File: src/sv/kq_pkg.sv
package kq_pkg;

  localparam int unsigned DataW       = 32;
  localparam int unsigned KeyW        = 64;
  localparam int unsigned RoundW      = 10;
  localparam int unsigned MaxRounds   = 1 << RoundW;
  localparam int unsigned RoundsPerSt = 4;
  localparam logic [31:0] Nlf         = 32'h3A5C742E;
  localparam logic [RoundW-1:0] FullRounds = 10'd528;

  typedef enum logic {
    CMD_ENCRYPT = 1'b0,
    CMD_DECRYPT = 1'b1
  } kq_cmd_e;

  typedef enum logic {
    REG_CIPHER_KEY  = 1'b0,
    REG_ROUND_COUNT = 1'b1
  } kq_reg_e;

  typedef struct packed {
    logic             valid;
    kq_cmd_e          command;
    logic [DataW-1:0] data;
  } kq_word_t;

  function automatic logic [DataW-1:0] enc_round(logic [DataW-1:0] x, logic kb);
    logic [4:0] sel;
    logic       fb;
    sel = {x[31], x[26], x[20], x[9], x[1]};
    fb  = x[0] ^ x[16] ^ kb ^ Nlf[sel];
    return {fb, x[DataW-1:1]};
  endfunction

  function automatic logic [DataW-1:0] dec_round(logic [DataW-1:0] x, logic kb);
    logic [4:0] sel;
    logic       fb;
    sel = {x[30], x[25], x[19], x[8], x[0]};
    fb  = x[31] ^ x[15] ^ kb ^ Nlf[sel];
    return {x[DataW-2:0], fb};
  endfunction

endpackage

File: src/sv/kq_round_stage.sv
module kq_round_stage #(
  parameter int unsigned Base = 0,
  parameter int unsigned Rps  = kq_pkg::RoundsPerSt
) (
  input  logic                          clk_i,
  input  logic                          rst_ni,
  input  logic                          en_i,
  input  logic [kq_pkg::KeyW-1:0]       key_i,
  input  logic [kq_pkg::RoundW-1:0]     round_count_i,
  input  kq_pkg::kq_word_t              word_i,
  output kq_pkg::kq_word_t              word_o
);

  kq_pkg::kq_word_t         word_d;
  logic                     valid_q;
  kq_pkg::kq_cmd_e          command_q;
  logic [kq_pkg::DataW-1:0] data_q;

  always_comb begin
    logic [kq_pkg::DataW-1:0] x;
    logic [5:0]               kidx;
    x    = word_i.data;
    kidx = '0;
    for (int unsigned j = 0; j < Rps; j++) begin
      if ((Base + j) < int'({1'b0, round_count_i})) begin
        if (word_i.command == kq_pkg::CMD_DECRYPT) begin
          kidx = 6'(6'd15 - 6'(Base + j));
          x    = kq_pkg::dec_round(x, key_i[kidx]);
        end else begin
          kidx = 6'(Base + j);
          x    = kq_pkg::enc_round(x, key_i[kidx]);
        end
      end
    end
    word_d         = word_i;
    word_d.data    = x;
  end

  always_ff @(posedge clk_i or negedge rst_ni) begin
    if (!rst_ni) begin
      valid_q <= 1'b0;
    end else if (en_i) begin
      valid_q <= word_d.valid;
    end
  end

  always_ff @(posedge clk_i) begin
    if (en_i) begin
      command_q <= word_d.command;
      data_q    <= word_d.data;
    end
  end

  assign word_o = '{valid: valid_q, command: command_q, data: data_q};

endmodule
File: config.mk
export PLATFORM = sky130hd
export DESIGN_NAME = kq_round_stage
export DESIGN_NICKNAME = d
export VERILOG_FILES = /design/src/sv/kq_pkg.sv /design/src/sv/kq_round_stage.sv
export SDC_FILE = /design/constraint.sdc
export NUM_CORES = 1
export LEC_CHECK = 0
export BUFFER_PORTS_ARGS = -buffer_cell sky130_fd_sc_hd__buf_2
export CORE_AREA = 2 2 94 96
export DETAILED_ROUTE_END_ITERATION = 7
export DIE_AREA = 0 0 96 98
export GPL_ROUTABILITY_DRIVEN = 1
export GPL_TIMING_DRIVEN = 1
export PLACE_DENSITY = 0.94
export REMOVE_ABC_BUFFERS = 1
export SLEW_MARGIN = 20
export SYNTH_ARGS = -nofsm -noshare
export SYNTH_HDL_FRONTEND = slang
export SYNTH_SLANG_ARGS = --single-unit
File: constraint.sdc
create_clock -name clk_i -period 1.2 [get_ports clk_i]
set_input_delay 0.24 -clock clk_i [delete_from_list [all_inputs] [get_ports clk_i]]
set_output_delay 0.24 -clock clk_i [all_outputs]
set_load 0.01 [all_outputs]
==> results of run 1 <==
-- cells by family after synthesis --
group	count (synthesis)	share of synthesized area
AO/OA/AOI/OAI	191	0.237
XOR/XNOR	15	0.0303
buffers and inverters	54	0.0572
flip-flops	34	0.212
multiplexers	111	0.242
AND/OR/NAND/NOR	218	0.221
-- routing by layer --
layer,overflow,track usage
met2,37,0.915
met3,0,0.634
met5,0,0.139
met4,31,0.774
met1,0,0.802
-- stage by stage --
stage	cell area (um^2)	std cells	setup WS, ns	setup TNS, ns
after detailed placement	6400	939	-3.23	-68.31
after floorplan	4520	572	-3.41	-80.48
after CTS	7320	976	-2.53	-51.38
after global placement	6400	939	-2.65	-61.38
-- repair_timing --
item / 4_1_cts
hold buffers: 1
cloned: 1
pin swaps: 56
endpoints found under the setup margin: 33
buffers inserted: 30
endpoints found under the hold margin: 1
resized for setup: 160
==> impl_metrics.py, run 1 <==
metrics = {
    "floorplan": {
        "die_y_um": 98,
        "num_rows": 34,
        "io_pins": 145,
        "die_x_um": 96,
        "start_util": 0.565,
    },
    "cts": {
        "root_buffer": "clkbuf_8",
        "clock-sinks": 34,
        "cts_made_buffers": 5,
        "clk_path_buf_depth": 2,
        "h-tree-depth": 2,
    },
    "synthesis": {
        "synth_common_cells": "mux2i_1, nor2_1, nand2_1",
        "ys_ff_latch": 34,
        "yosys.area.top_type_share": 0.207,
        "synth-seq-area-share": 0.212,
        "synth.avg_cell_area_um2": 7.68,
        "synth_cell_types": 64,
        "synthFlopType": "edfxtp_1",
        "synthCells": 623,
        "async_flop_share": 0.0294,
        "synth_edf_count": 33,
        "synth_area_leader_cell": "edfxtp_1",
        "post-synth-top-count-cell": "mux2i_1",
        "synth.area.top_cells": "edfxtp_1, mux2i_1, a21oi_1, o21ai_0, nor2_1",
        "yosysWarnings": 0,
        "syn-cell-area_mm2": 0.00479,
    },
    "placement": {
        "hpwlAfterDp_mm": 13.3,
        "io_buffers": 88,
        "gp_congestion": 1.06,
    },
    "grt": {
        "grt_max_degree": 71,
        "grt_overflow": 68,
        "grt_usage": 0.778,
    },
    "status": {
        "lastStage": "global routing (5_1_grt)",
        "status": "did not finish",
        "error": "[ERROR GRT-0232] Routing congestion too high. Check the congestion heatmap in the GUI.",
    },
}
==> run 2: changes to the inputs <==
--- a/config.mk
+++ b/config.mk
@@ -6,12 +6,12 @@
 export NUM_CORES = 1
 export LEC_CHECK = 0
 export BUFFER_PORTS_ARGS = -buffer_cell sky130_fd_sc_hd__buf_2
-export CORE_AREA = 2 2 94 96
+export CORE_AREA = 2 2 113 115
 export DETAILED_ROUTE_END_ITERATION = 7
-export DIE_AREA = 0 0 96 98
+export DIE_AREA = 0 0 115 117
 export GPL_ROUTABILITY_DRIVEN = 1
 export GPL_TIMING_DRIVEN = 1
-export PLACE_DENSITY = 0.94
+export PLACE_DENSITY_LB_ADDON = 0.15
 export REMOVE_ABC_BUFFERS = 1
 export SLEW_MARGIN = 20
 export SYNTH_ARGS = -nofsm -noshare
==> run 2 against run 1 <==
Compared with the run above: area after synthesis stayed put; synthesized cell count did not move; the flow now finishes, with violations (negative setup slack).
==> impl_metrics.py, run 2 <==
metrics = {
    "sta": {
        "period_share": 3.17,
        "worst_slack_ns": -2.61,
        "hold_viol_final": 0,
        "setup_viol": 32,
        "fin_crit_ns": 3.81,
        "clock-skew-final_ns": 0,
        "rsz0062_at_grt": "yes",
        "slew_violations": 0,
        "fmax_mhz": 263,
        "slew_headroom": 0.606,
        "tightest_slew_ns": 0.585,
    },
    "floorplan": {
        "io_pins": 145,
        "die_x_um": 115,
        "die_area_mm2": 0.0135,
        "num_rows": 41,
        "core_mm2": 0.0123,
        "start_util": 0.389,
        "die_y_um": 117,
    },
    "setup_path": {
        "crit_type": "input port to register",
        "slowest_stage": "a311o_1",
        "crit_chain": "buf_6, nor4_4, nand3_4, buf_6, mux2_4, and3_4, o211ai_1, a31oi_2, o21ai_4, nand2_2, o41ai_4, or4_1, nand3_2, a311o_1, a31oi_1, xnor2_1, a31oi_1",
        "cp_num_buf_inv": 2,
        "path_delay_family": "compound AO/OA/AOI/OAI gates",
        "cp-start-kind": "input port",
        "cp_slowest_stage_delay_ns": 0.40,
        "critPathArrivalTime_ns": 3.81,
        "worstPathMaxFanout": 6,
        "required_ns": 1.20,
        "critPathCaptureType": "register",
    },
    "cts": {
        "cts_tree": "built",
        "clk_path_buf_depth": 2,
        "h-tree-depth": 2,
        "clkSlewWorstSetupHoldPaths_ns": 0.05,
        "root_buffer": "clkbuf_16",
        "clock-sinks": 34,
        "cts_made_buffers": 5,
        "clock_insertion_delay_worst_skew_ns": 0.27,
    },
    "final_layout": {
        "fin_nets": 977,
        "drive_gt1_frac": 0.476,
        "largest_reg_flops": 32,
        "reg_top3": "data_q (32), command_q (1), valid_q (1)",
        "n_antenna_cell": 0,
        "fin_util": 0.601,
        "regMostFlops": "data_q",
        "final_common_cell": "buf_4",
        "layout.cells.non_filler": 1017,
        "area_growth_pct": 54.5,
        "final_cell_mix": "buf_4, mux2i_1, buf_2",
    },
    "grt": {
        "grt_max_degree": 68,
        "grt_pass1_wl_mm": 25.9,
        "grt_usage": 0.237,
        "grt_pass1_vias": 5217,
        "antenna_found_initial": 0,
        "grt_overflow": 0,
    },
    "synthesis": {
        "synth-seq-area-share": 0.212,
        "synth_area_leader_cell": "edfxtp_1",
        "post-synth-top-count-cell": "mux2i_1",
        "synthFlopType": "edfxtp_1",
        "synth_edf_count": 33,
        "yosysWarnings": 0,
        "synth.avg_cell_area_um2": 7.68,
        "yosys.area.top_type_share": 0.207,
        "async_flop_share": 0.0294,
        "synth.area.top_cells": "edfxtp_1, mux2i_1, a21oi_1, o21ai_0, nor2_1",
        "synth_cell_types": 64,
        "syn-cell-area_mm2": 0.00479,
        "synth_common_cells": "mux2i_1, nor2_1, nand2_1",
        "ys_ff_latch": 34,
        "synthCells": 623,
    },
    "drt": {
        "via_count": 5450,
        "vias_per_cell": 5.36,
        "drt_wl_total_mm": 16.3,
        "ant_nets": 0,
        "avgRoutedWirePerCell_um": 16.0,
        "drt-initial-drc-count": 271,
        "drc_errors": 0,
        "firstDrtPassIters": 7,
    },
    "placement": {
        "hpwlAfterDp_mm": 12.5,
        "gp_congestion": 0.871,
        "placed_cells": 987,
        "io_buffers": 88,
    },
    "flow_run": {
        "drv_cap": 0,
    },
    "power": {
        "p_leak_nw": 3.37,
        "p_total_mw": 6.17,
        "power_density_mw_per_mm2": 834,
        "vdd_drop_max_v": 0.000557,
    },
    "status": {
        "status": "finished, violations left",
        "violations": "negative setup slack",
    },
    "hold_path": {
        "min_path_type": "input port to register",
    },
}
run 2: cell counts after synthesis:
No cell type changed its count.
run 2: where the power goes:
group	switching [mW]	total, mW	internal [mW]
Combinational	1.66	3.36	1.70
Clock	0.431	1.26	0.825
Sequential	0.0308	1.55	1.52
Total	2.12	6.17	4.05
run 2: kinds of logic (layout without fill, tap and decap cells):
family          Yosys count  count (layout)  synth area share
simple gates            218             218             0.221
flops                    34              34             0.212
compound gates          191             191             0.237
mux                     111             111             0.242
buf+inv                  54             298            0.0572
xor+xnor                 15              15            0.0303
run 2: per-stage QoR:
step                      area (um^2)  TNS [ns]  setup slack (ns)  hold slack [ns]
after floorplan                  4520    -80.48             -3.41          -0.0556
final                            7400    -52.81             -2.61            0.204
after global placement           6520    -65.16             -2.83           0.0152
after detailed placement         6520    -67.37             -2.98           0.0180
after global routing             7400    -58.41             -2.76            0.213
after CTS                        7140    -48.44             -2.48            0.205
run 2: what timing repair did:
item                                   CTS  global route
setup endpoints to repair               32            32
endpoints found under the hold margin    1             0
pin swaps                               31            27
cloned                                   0             1
hold buffers                             1             0
gates resized for setup                101            41
setup buffers                           11             9
run 2: path summary, 6_finish.rpt:
kind / startpoint / end / slack (ns) / depth (start not counted)
min reg2reg: valid_q / valid_q / 0.51 / 1
min: word_i[33] / valid_q / 0.20 / 2
max reg2reg: valid_q / valid_q / 0.46 / 1
max: round_count_i[4] / data_q[0] / -2.61 / 17
min in group asynchronous: rst_ni / valid_q / 0.27 / 2
max in group asynchronous: rst_ni / valid_q / 0.84 / 2
run 2: final cells by class:
| class | count | area (um^2) |
|---|---|---|
| fillers | 1120 | 4920 |
| multi-input cells | 535 | 3930 |
| repair buffers | 287 | 2100 |
| flip-flops and latches | 34 | 1020 |
| well taps | 150 | 188 |
| clock buffers | 8 | 146 |
| inverters | 3 | 11.3 |
run 2: routing by layer:
metal / part of all wire / global-route usage / up-vias
met1: 0.44 / 0.298 / 2547
met4: 0.017 / 0.0586 / 0
met5: 0 / 0 / -
met3: 0.020 / 0.0180 / 19
met2: 0.52 / 0.439 / 106
li1: - / - / 2778
Note: power is estimated with default switching activity, not from simulation.
